## config.mk

```make
export PLATFORM = sky130hd
export DESIGN_NAME = moving_average_servo_pulse_mapper_flat
export DESIGN_NICKNAME = d
export VERILOG_FILES = /design/src/sv/msp_pkg.sv /design/src/sv/msp_if.sv /design/src/sv/msp_cell.sv /design/src/sv/msp_map.sv /design/src/sv/moving_average_servo_pulse_mapper.sv /design/src/flat_wrapper.sv
export SDC_FILE = /design/constraint.sdc
export NUM_CORES = 2
export LEC_CHECK = 0
export BUFFER_PORTS_ARGS = -buffer_cell sky130_fd_sc_hd__clkbuf_2
export CORE_AREA = 8 8 238 240
export DETAILED_ROUTE_END_ITERATION = 16
export DIE_AREA = 0 0 246 248
export PLACE_DENSITY = 0.82
export SLEW_MARGIN = 20
export SYNTH_ARGS = -nofsm -noshare
export SYNTH_HDL_FRONTEND = slang
export SYNTH_SLANG_ARGS = --single-unit
```

## constraint.sdc

```tcl
create_clock -name clk -period 12.5 [get_ports clk]
set_input_delay 1.875 -clock clk [delete_from_list [all_inputs] [get_ports clk]]
set_output_delay 1.875 -clock clk [all_outputs]
set_load 0.05 [all_outputs]
```

## src/sv/msp_pkg.sv

```systemverilog
// ----------------------------------------------------------------------------
// msp_pkg
// Shared widths, constants and types for the moving average servo mapper.
// ----------------------------------------------------------------------------
package msp_pkg;

  localparam int WINDOW      = 20;
  localparam int SAMPLE_BITS = 12;

  localparam int MIN_BITS   = 14;
  localparam int SPAN_BITS  = 14;
  localparam int LIMIT_BITS = 15;
  localparam int PULSE_BITS = 15;
  localparam int ZONE_BITS  = 2;

  localparam int CFG_IDX_BITS  = 3;
  localparam int CFG_DATA_BITS = 15;

  localparam logic [CFG_IDX_BITS-1:0] REG_PULSE_MIN  = 3'd0;
  localparam logic [CFG_IDX_BITS-1:0] REG_PULSE_SPAN = 3'd1;
  localparam logic [CFG_IDX_BITS-1:0] REG_ZONE_LOW   = 3'd2;
  localparam logic [CFG_IDX_BITS-1:0] REG_ZONE_HIGH  = 3'd3;

  localparam logic [MIN_BITS-1:0]   RST_PULSE_MIN  = 14'd1000;
  localparam logic [SPAN_BITS-1:0]  RST_PULSE_SPAN = 14'd1000;
  localparam logic [LIMIT_BITS-1:0] RST_ZONE_LOW   = 15'd1365;
  localparam logic [LIMIT_BITS-1:0] RST_ZONE_HIGH  = 15'd1730;

  localparam logic [PULSE_BITS-1:0] PULSE_CEIL = 15'd20000;

  localparam logic [ZONE_BITS-1:0] ZONE_LOW  = 2'd0;
  localparam logic [ZONE_BITS-1:0] ZONE_MID  = 2'd1;
  localparam logic [ZONE_BITS-1:0] ZONE_HIGH = 2'd2;

  localparam longint unsigned FULL_SCALE = (64'd1 << SAMPLE_BITS) - 64'd1;

  // window sum and divide-by-window reciprocal
  localparam int SUM_BITS = $clog2(WINDOW * FULL_SCALE + 1);
  localparam int K1       = SUM_BITS + $clog2(WINDOW);
  localparam longint unsigned RECIP1 = ((64'd1 << K1) + WINDOW - 1) / WINDOW;
  localparam int R1_BITS  = $clog2(RECIP1 + 1);
  localparam int PR1_BITS = SUM_BITS + R1_BITS;

  // avg * span and divide-by-full-scale reciprocal
  localparam int P_BITS   = SAMPLE_BITS + SPAN_BITS;
  localparam int K2       = P_BITS + $clog2(FULL_SCALE);
  localparam longint unsigned RECIP2 = ((64'd1 << K2) + FULL_SCALE - 1) / FULL_SCALE;
  localparam int R2_BITS  = $clog2(RECIP2 + 1);
  localparam int PR2_BITS = P_BITS + R2_BITS;

  typedef logic [SAMPLE_BITS-1:0] sample_t;

  typedef struct packed {
    logic [MIN_BITS-1:0]   pulse_min;
    logic [SPAN_BITS-1:0]  pulse_span;
    logic [LIMIT_BITS-1:0] zone_low;
    logic [LIMIT_BITS-1:0] zone_high;
  } cfg_t;

endpackage

```

## src/sv/msp_if.sv

```systemverilog
// ----------------------------------------------------------------------------
// msp_if
// Valid/ready channels: sample in, result out, configuration write.
// ----------------------------------------------------------------------------
interface msp_sample_if import msp_pkg::*; ();
  logic    valid;
  logic    ready;
  sample_t sample;

  modport source (output valid, output sample, input ready);
  modport sink   (input valid, input sample, output ready);
endinterface

interface msp_result_if import msp_pkg::*; ();
  logic                  valid;
  logic                  ready;
  logic [PULSE_BITS-1:0] pulse_width;
  logic [ZONE_BITS-1:0]  zone;
  sample_t               average;

  modport source (output valid, output pulse_width, output zone, output average,
                  input ready);
  modport sink   (input valid, input pulse_width, input zone, input average,
                  output ready);
endinterface

interface msp_cfg_if import msp_pkg::*; ();
  logic                     valid;
  logic                     ready;
  logic [CFG_IDX_BITS-1:0]  index;
  logic [CFG_DATA_BITS-1:0] data;

  modport source (output valid, output index, output data, input ready);
  modport sink   (input valid, input index, input data, output ready);
endinterface

```

## src/sv/msp_cell.sv

```systemverilog
// ----------------------------------------------------------------------------
// msp_cell
// One window slot: holds a sample, loads its neighbor's sample on shift.
// ----------------------------------------------------------------------------
module msp_cell import msp_pkg::*; (
  input  logic    clk,
  input  logic    rst_n,
  input  logic    shift,
  input  sample_t d_in,
  output sample_t q
);

  sample_t q_r;

  always_ff @(posedge clk) begin
    if (!rst_n) begin
      q_r <= '0;
    end else if (shift) begin
      q_r <= d_in;
    end
  end

  assign q = q_r;

endmodule

```

## src/sv/msp_map.sv

```systemverilog
// ----------------------------------------------------------------------------
// msp_map
// Running window sum, mean, pulse mapping and zone, five registered stages.
// ----------------------------------------------------------------------------
module msp_map import msp_pkg::*; (
  input  logic                  clk,
  input  logic                  rst_n,
  input  logic                  in_valid,
  output logic                  in_ready,
  input  sample_t               sample,
  input  sample_t               oldest,
  input  cfg_t                  cfg,
  output logic                  out_valid,
  input  logic                  out_ready,
  output logic [PULSE_BITS-1:0] pulse_width,
  output logic [ZONE_BITS-1:0]  zone,
  output sample_t               average
);

  logic [SUM_BITS-1:0] sum_r, sum_nxt;
  logic v1_r, v2_r, v3_r, v4_r, v5_r;
  logic rdy1, rdy2, rdy3, rdy4, rdy5;

  logic [SUM_BITS-1:0]   s1_sum_r;
  logic [PR1_BITS-1:0]   prod1_r;
  sample_t               avg3_r, avg4_r, avg5_r;
  logic [P_BITS-1:0]     prod2_r;
  logic [PR2_BITS-1:0]   prod3_r;
  logic [PULSE_BITS-1:0] pulse_r;
  logic [ZONE_BITS-1:0]  zone_r;

  sample_t               avg3;
  logic [SPAN_BITS-1:0]  quot;
  logic [PULSE_BITS-1:0] mapped, pulse_sat;
  logic [ZONE_BITS-1:0]  zone_c;

  assign rdy5 = !v5_r || out_ready;
  assign rdy4 = !v4_r || rdy5;
  assign rdy3 = !v3_r || rdy4;
  assign rdy2 = !v2_r || rdy3;
  assign rdy1 = !v1_r || rdy2;
  assign in_ready = rdy1;

  assign sum_nxt = sum_r + SUM_BITS'(sample) - SUM_BITS'(oldest);

  always_ff @(posedge clk) begin
    if (!rst_n) begin
      sum_r <= '0;
      v1_r  <= 1'b0;
      v2_r  <= 1'b0;
      v3_r  <= 1'b0;
      v4_r  <= 1'b0;
      v5_r  <= 1'b0;
    end else begin
      if (in_valid && rdy1) sum_r <= sum_nxt;
      if (rdy1) v1_r <= in_valid;
      if (rdy2) v2_r <= v1_r;
      if (rdy3) v3_r <= v2_r;
      if (rdy4) v4_r <= v3_r;
      if (rdy5) v5_r <= v4_r;
    end
  end

  assign avg3 = prod1_r[K1 +: SAMPLE_BITS];
  assign quot = prod3_r[K2 +: SPAN_BITS];
  assign mapped = PULSE_BITS'(cfg.pulse_min) + PULSE_BITS'(quot);
  assign pulse_sat = (mapped > PULSE_CEIL) ? PULSE_CEIL : mapped;

  always_comb begin
    if (pulse_sat < cfg.zone_low) begin
      zone_c = ZONE_LOW;
    end else if (pulse_sat < cfg.zone_high) begin
      zone_c = ZONE_MID;
    end else begin
      zone_c = ZONE_HIGH;
    end
  end

  always_ff @(posedge clk) begin
    if (rdy1) s1_sum_r <= sum_nxt;
    if (rdy2) prod1_r <= PR1_BITS'(s1_sum_r) * PR1_BITS'(RECIP1);
    if (rdy3) begin
      avg3_r  <= avg3;
      prod2_r <= P_BITS'(avg3) * P_BITS'(cfg.pulse_span);
    end
    if (rdy4) begin
      avg4_r  <= avg3_r;
      prod3_r <= PR2_BITS'(prod2_r) * PR2_BITS'(RECIP2);
    end
    if (rdy5) begin
      avg5_r  <= avg4_r;
      pulse_r <= pulse_sat;
      zone_r  <= zone_c;
    end
  end

  assign out_valid   = v5_r;
  assign pulse_width = pulse_r;
  assign zone        = zone_r;
  assign average     = avg5_r;

endmodule

```

## src/sv/moving_average_servo_pulse_mapper.sv

```systemverilog
// ----------------------------------------------------------------------------
// moving_average_servo_pulse_mapper
// Boxcar average of joystick samples mapped to a servo pulse width and zone.
// ----------------------------------------------------------------------------
// Usage:
//   in_ch  : one 12-bit converter sample per item.
//   out_ch : one result per sample: pulse_width (us), zone, average.
//   cfg_ch : register writes (pulse_min, pulse_span, zone limits), always
//            ready; write only while no item is in flight.
// The window is a chain of WINDOW sample cells that shifts on each accepted
// item; a running sum drops the sample leaving the last cell.
// Pipeline: five register stages: sum, mean multiply, span multiply, scale
// multiply, saturate/zone.
// Throughput: one item per cycle, sustained while out_ch does not stall.
// Stall: a waiting result holds on out_ch; the stages behind it keep
// filling and in_ch.ready drops only once all five stages are occupied.
// Reset: window cells, sum and pipeline valid flags are cleared, registers
// return to their defaults, so the first averages count zeros.
// ----------------------------------------------------------------------------
module moving_average_servo_pulse_mapper import msp_pkg::*; (
  input  logic         clk,
  input  logic         rst_n,
  msp_sample_if.sink   in_ch,
  msp_result_if.source out_ch,
  msp_cfg_if.sink      cfg_ch
);

  cfg_t    cfg_r;
  logic    shift;
  sample_t chain [WINDOW+1];

  assign cfg_ch.ready = 1'b1;

  always_ff @(posedge clk) begin
    if (!rst_n) begin
      cfg_r.pulse_min  <= RST_PULSE_MIN;
      cfg_r.pulse_span <= RST_PULSE_SPAN;
      cfg_r.zone_low   <= RST_ZONE_LOW;
      cfg_r.zone_high  <= RST_ZONE_HIGH;
    end else if (cfg_ch.valid) begin
      unique case (cfg_ch.index)
        REG_PULSE_MIN:  cfg_r.pulse_min  <= cfg_ch.data[MIN_BITS-1:0];
        REG_PULSE_SPAN: cfg_r.pulse_span <= cfg_ch.data[SPAN_BITS-1:0];
        REG_ZONE_LOW:   cfg_r.zone_low   <= cfg_ch.data[LIMIT_BITS-1:0];
        REG_ZONE_HIGH:  cfg_r.zone_high  <= cfg_ch.data[LIMIT_BITS-1:0];
        default: ;
      endcase
    end
  end

  assign shift    = in_ch.valid && in_ch.ready;
  assign chain[0] = in_ch.sample;

  for (genvar i = 0; i < WINDOW; i++) begin : g_cell
    msp_cell u_cell (
      .clk   (clk),
      .rst_n (rst_n),
      .shift (shift),
      .d_in  (chain[i]),
      .q     (chain[i+1])
    );
  end

  msp_map u_map (
    .clk         (clk),
    .rst_n       (rst_n),
    .in_valid    (in_ch.valid),
    .in_ready    (in_ch.ready),
    .sample      (in_ch.sample),
    .oldest      (chain[WINDOW]),
    .cfg         (cfg_r),
    .out_valid   (out_ch.valid),
    .out_ready   (out_ch.ready),
    .pulse_width (out_ch.pulse_width),
    .zone        (out_ch.zone),
    .average     (out_ch.average)
  );

endmodule

```

## src/flat_wrapper.sv

```systemverilog
// flat-port wrapper written by rule: the top's interface ports become plain ports
module moving_average_servo_pulse_mapper_flat import msp_pkg::*;
  (clk, rst_n, in_ch_valid, in_ch_sample, in_ch_ready, out_ch_valid, out_ch_pulse_width, out_ch_zone, out_ch_average, out_ch_ready, cfg_ch_valid, cfg_ch_index, cfg_ch_data, cfg_ch_ready);
  msp_sample_if in_ch_i ();
  msp_result_if out_ch_i ();
  msp_cfg_if cfg_ch_i ();
  input  logic clk;
  input  logic rst_n;
  input wire logic [$bits(in_ch_i.valid)-1:0] in_ch_valid;
  input wire logic [$bits(in_ch_i.sample)-1:0] in_ch_sample;
  output wire logic [$bits(in_ch_i.ready)-1:0] in_ch_ready;
  output wire logic [$bits(out_ch_i.valid)-1:0] out_ch_valid;
  output wire logic [$bits(out_ch_i.pulse_width)-1:0] out_ch_pulse_width;
  output wire logic [$bits(out_ch_i.zone)-1:0] out_ch_zone;
  output wire logic [$bits(out_ch_i.average)-1:0] out_ch_average;
  input wire logic [$bits(out_ch_i.ready)-1:0] out_ch_ready;
  input wire logic [$bits(cfg_ch_i.valid)-1:0] cfg_ch_valid;
  input wire logic [$bits(cfg_ch_i.index)-1:0] cfg_ch_index;
  input wire logic [$bits(cfg_ch_i.data)-1:0] cfg_ch_data;
  output wire logic [$bits(cfg_ch_i.ready)-1:0] cfg_ch_ready;
  assign in_ch_i.valid = in_ch_valid;
  assign in_ch_i.sample = in_ch_sample;
  assign in_ch_ready = in_ch_i.ready;
  assign out_ch_valid = out_ch_i.valid;
  assign out_ch_pulse_width = out_ch_i.pulse_width;
  assign out_ch_zone = out_ch_i.zone;
  assign out_ch_average = out_ch_i.average;
  assign out_ch_i.ready = out_ch_ready;
  assign cfg_ch_i.valid = cfg_ch_valid;
  assign cfg_ch_i.index = cfg_ch_index;
  assign cfg_ch_i.data = cfg_ch_data;
  assign cfg_ch_ready = cfg_ch_i.ready;
  moving_average_servo_pulse_mapper u_core (.clk(clk), .rst_n(rst_n), .in_ch(in_ch_i), .out_ch(out_ch_i), .cfg_ch(cfg_ch_i));
endmodule
```

Word level (Yosys, flattened, before mapping)

Cells that the tools add are included.
W data, S select, Z words.

Input bits: 35
Word-level logic and storage cells: 69
Memories kept: 0
Register bits after elaboration: 500
Bits in writable memories: 0
Bits in read-only memories: 0
Bits in latches: 0

Order comparisons: 3
$mul: 3
Equality and inequality tests: 3
Divide/modulo/power cells: 0
Shift-type cells: 0
Bitwise gates (word level): 0
Multiplexer cells: 2
Reduce and logical (&&, ||, !) cells: 16
$add $sub $neg: 3

Operators with widths:

| kind                     | count |
|---|---|
| $mul A26 B27 Y52 const B | 1 |
| $mul A17 B16 Y32 const B | 1 |
| $lt A15 B15 Y1           | 2 |
| $mul A12 B14 Y26         | 1 |
| $add A17 B12 Y17         | 1 |
| $sub A17 B12 Y17         | 1 |
| $add A14 B14 Y15         | 1 |
| $gt A15 B15 Y1 const B   | 1 |
| $mux W15                 | 1 |
| $reduce_and A2 Y1        | 4 |
| $eq A3 B2 Y1 const B     | 2 |
| $logic_not A1 Y1         | 5 |
| $logic_or A1 B1 Y1       | 5 |
| $eq A3 B1 Y1 const B     | 1 |
| $logic_not A3 Y1         | 1 |
| $mux W2                  | 1 |
| $logic_and A1 B1 Y1      | 1 |

Depth between registers and ports, before layout

Depth after elaboration: 7
Depth in mapped cells: 24
Gate-level depth less buffers: 23

Cells and area by module

Synthesis repeated with hierarchy kept, for this count alone.

Cells, all modules: 3033
Area, all modules: 31699.2 sq um

Modules (own cells, without submodules):

| module                            | sequential area each (sq um) | area each (sq um) | times used | cells an instance |
|---|---|---|---|---|
| msp_map                           | 4103.9                       | 20385.8           | 1          | 2049 |
| msp_cell                          | 240.2                        | 450.4             | 20         | 38 |
| moving_average_servo_pulse_mapper | 1161.1                       | 2304.7            | 1          | 224 |

Least setup slack after synthesis

Ideal clock, no wire load.

Path type: register to register
Start: register u_core.u_map.s1_sum_r[6]
End: register u_core.u_map.prod1_r[30] (data pin)
Buffers on the path: 0
Data arrival time: 5372 ps
Required time: 12238 ps
Cell stages (with the launch flop): 20
Library setup time: 262 ps
Path slack: 6866 ps
Clock period less this slack: 5634 ps
Path through: edfxtp_1 ha_1 inv_1 fa_1 inv_1 fa_1 fa_1 inv_1 fa_1 fa_1 inv_1 ha_1 nand4_1 or3_1 o21ai_1 a31oi_1 o31ai_2 a21oi_1 o21bai_1 xor2_1

Word-level cells in the longest chain between the ends: 1

Ends and longest elaborated chain:

| item                   | line          | text |
|---|---|---|
| start, declared        | msp_map.sv:24 | `logic [SUM_BITS-1:0] s1_sum_r;` |
| start signal, assigned | msp_map.sv:80 | `if (rdy1) s1_sum_r <= sum_nxt;` |
| $mul A17 B16 Y32       | msp_map.sv:81 | `if (rdy2) prod1_r <= PR1_BITS'(s1_sum_r) * PR1_BITS'(RECIP1);` |
| end signal, assigned   | msp_map.sv:81 |  |
| end, declared          | msp_map.sv:25 | `logic [PR1_BITS-1:0] prod1_r;` |

No other way between the ends.
A chain may end at the register's enable or synchronous reset.

Worst setup path after layout

Start: register u_core.u_map.s1_sum_r[7]
End: register u_core.u_map.prod1_r[32] (data pin)

Same word-level chain as after synthesis.

==> flow_summary.ini <==
[synth]
synthFlopType = dfxtp_1
synth_area_leaders = dfxtp_1 21%, ha_1 17%, fa_1 16%, edfxtp_1 12%, nand2_1 9.5%
synth_common_cells = 760 x nand2_1, 496 x inv_1, 418 x ha_1, 348 x a21oi_1, 320 x dfxtp_1
synth_edf_count = 122
ys_ff_latch = 442
yosys_warnings = 0
synth_top_area_share = 0.212
synth.avg_cell_area_um2 = 9.14
ys_types = 70
syn-num-nets = 3993
syn_area_mm2 = 0.0302
async_flop_share = 0
yosysMostFrequentCell = nand2_1
yosys.area.top_type = dfxtp_1
syn_inst = 3304
synth_seq_area_share = 0.334

[floorplanning]
dieArea_mm2 = 0.0610
io-pin-count = 67
core_mm2 = 0.0531
die_width_um = 246
initial_core_util = 0.569
rows = 85
die_h_um = 248

[hold_path]
hold_class = reg2reg

[setup_path]
path_common_cell = fa_1
critPathBufInv = 4
cp_slowest_cell = fa_1
path_delay_family = adder cells
worstPathArrival_ps = 6400
worstPathMaxFanout = 5
worst_setup_path_start_kind = flip-flop
cp.required_ps = 12850
worstSetupEndpointType = flip-flop
worstSetupPathType = reg2reg
max_stage_delay_ps = 550
cp_cell_sequence = ha_1 > inv_1 > fa_1 > inv_1 > fa_1 > fa_1 > inv_1 > fa_1 > fa_1 > inv_1 > ha_1 > nand4_1 > or3_1 > o21ai_1 > a31oi_1 > o31ai_2 > a211oi_2 > o21bai_1 > xor2_1

[clock_tree]
htree_levels = 2
cts_tree = yes
hold_buffers = 0
clk_pin_slew_ps = 60
post_cts_buffers = 0
cts_resized = 0
clock-sinks = 442
cts_max_path_buffers = 3
clockRootBuffer = clkbuf_16
cts_made_buffers = 45
clk_latency_ps = 600

[global_route]
use_met3 = 0.0332
grt_max_degree = 258
grt_first_pass_wirelength_mm = 104
grt.busiest_layer = met2
grt_pass1_vias = 21500
antenna_found_initial = 0
grt_usage = 0.204
use_met1 = 0.257
grt_overflow = 0
gr-usage-met2 = 0.355

[placement]
port_buffers = 65
gp_congestion = 0.905
dp_hpwl_mm = 45.0

[layout]
synthToLayoutAreaGrowth_pct = 7.81
fin_nets = 3984
drive_gt1_frac = 0.0534
fillCellCount = 4213
diodes = 0

[detailed_routing]
wire_per_inst_um = 15.3
vias_per_cell = 5.32
vias = 21400
drt-pass1-iter-count = 7
ant_nets = 0
drt_iter0_drc = 1354
drc = 0
drt-total-wl_mm = 61.7

[sta]
finalSetupTns_ps = 0
period_share = 0.484
finalSetupViolCount = 0
rsz0062_at_grt = false
hold_viol_final = 0
worstMarginPinSlew_ps = 1090
relSlewSlack = 0.272
skew_ps = 38.7
fmax_mhz = 165
slew_viol_final = 0
fin_crit_ps = 6050

[flow_run]
drv_cap = 0

[status]
outcome = finished clean
==> metrics by stage <==
| stage | instance area (um^2) | utilization | cells | hold slack, ps | setup slack [ps] |
|---|---|---|---|---|---|
| finish | 32500 | 0.613 | 4027 | 410 | 6450 |
| global placement | 31000 | 0.584 | 3944 | 404 | 6530 |
| CTS | 32500 | 0.613 | 4027 | 417 | 6420 |
| floorplan | 30200 | - | 3304 | 400 | 6870 |
| detailed placement | 31000 | 0.584 | 3944 | 406 | 6400 |
| global route | 32500 | 0.613 | 4027 | 423 | 6090 |
==> worst reg2reg max path: cells and delay by family (launching register included) <==
| family | cells | cell delay, ps |
|---|---|---|
| AO/OA/AOI/OAI | 5 | 1180 |
| adder cells (fa/ha/maj) | 7 | 3280 |
| buffers and inverters | 4 | 240 |
| XOR/XNOR | 1 | 100 |
| flip-flops | 1 | 480 |
| AND/OR/NAND/NOR | 2 | 520 |
==> registers in the layout, summed over array words and instances (netlist names) <==
name / flops
u_core.u_map.pulse_width: 15
u_core.u_map.v3_r: 1
u_core.u_map.prod3_r: 14
u_core.u_map.zone: 2
u_core.g_cell.u_cell.q: 240
u_core.u_map.v2_r: 1
u_core.u_map.s1_sum_r: 17
u_core.u_map.v4_r: 1
u_core.u_map.out_valid: 1
u_core.u_map.v1_r: 1
u_core.u_map.avg4_r: 12
u_core.u_map.avg3_r: 12
u_core.u_map.prod2_r: 26
u_core.u_map.average: 12
u_core.u_map.sum_r: 17
u_core.u_map.prod1_r: 12
u_core.cfg_r: 58
==> path summary, 6_finish.rpt <==
kind | depth (start not counted) | slack, ps | endpoint | start
worst max register to register | 19 | 6450 | u_core.u_map.prod1_r[32] | u_core.u_map.s1_sum_r[7]
worst min register to register | 0 | 410 | u_core.u_map.avg4_r[0] | u_core.u_map.avg3_r[0]
worst max-delay path | 19 | 6450 | u_core.u_map.prod1_r[32] | u_core.u_map.s1_sum_r[7]
worst min-delay path | 0 | 410 | u_core.u_map.avg4_r[0] | u_core.u_map.avg3_r[0]
==> kinds of logic (layout without fill, tap and decap cells) <==
group,Yosys count,count (layout),synth area share
adder cells (fa/ha/maj),654,654,0.330
buffers and inverters,628,655,0.0793
AO/OA/AOI/OAI,501,501,0.0961
flip-flops,442,442,0.334
other,1,1,0.000124
XOR/XNOR,76,76,0.0221
AND/OR/NAND/NOR,1002,1002,0.139
==> cells in the final DEF (no fill, tap or decap), types with 3 or more instances in the layout <==
master | netlist | routed
a31o_1 | 3 | 3
clkbuf_8 | 0 | 10
or2_2 | 4 | 4
and4_1 | 4 | 4
clkbuf_2 | 0 | 65
buf_4 | 1 | 9
nand3_1 | 31 | 31
nor3_1 | 19 | 18
o21ai_1 | 10 | 10
xor2_1 | 30 | 30
o21a_1 | 8 | 8
nor2b_1 | 14 | 14
ha_1 | 418 | 418
nor2_1 | 49 | 49
clkbuf_1 | 106 | 10
bufinv_16 | 0 | 4
and2_1 | 70 | 70
a211oi_1 | 9 | 9
a21oi_1 | 348 | 348
nand4_1 | 14 | 14
nand2b_1 | 8 | 8
o211ai_1 | 12 | 12
dfxtp_1 | 320 | 320
or3_1 | 11 | 11
fa_1 | 236 | 236
and3_1 | 11 | 11
a31oi_1 | 10 | 9
inv_1 | 496 | 496
edfxtp_1 | 122 | 122
clkbuf_16 | 0 | 45
a21oi_2 | 5 | 5
o21bai_1 | 11 | 11
clkinv_2 | 0 | 8
xnor2_1 | 46 | 46
o21ai_0 | 20 | 20
nand2_1 | 760 | 759
a211oi_2 | 3 | 3
a21o_1 | 29 | 29
a31o_2 | 3 | 3
==> metal layers <==
metal / share of wire / vias up
li1: - / 10600
met1: 0.43 / 10200
met2: 0.50 / 518
met3: 0.051 / 117
met4: 0.027 / 0
met5: 0 / -
==> area by class of cell <==
type	count	area (um^2)	area share
clock buffers	65	1300	0.0400
inverters	497	1870	0.0576
flip-flops and latches	442	10100	0.309
repair buffers	75	413	0.0127
multi-input cells	2234	17800	0.545
well taps	696	871	0.0268
clock inverters	18	264	0.00811
Power is not shown: default switching activity piles up to over one toggle a cycle in this logic, so the estimate is an artifact.
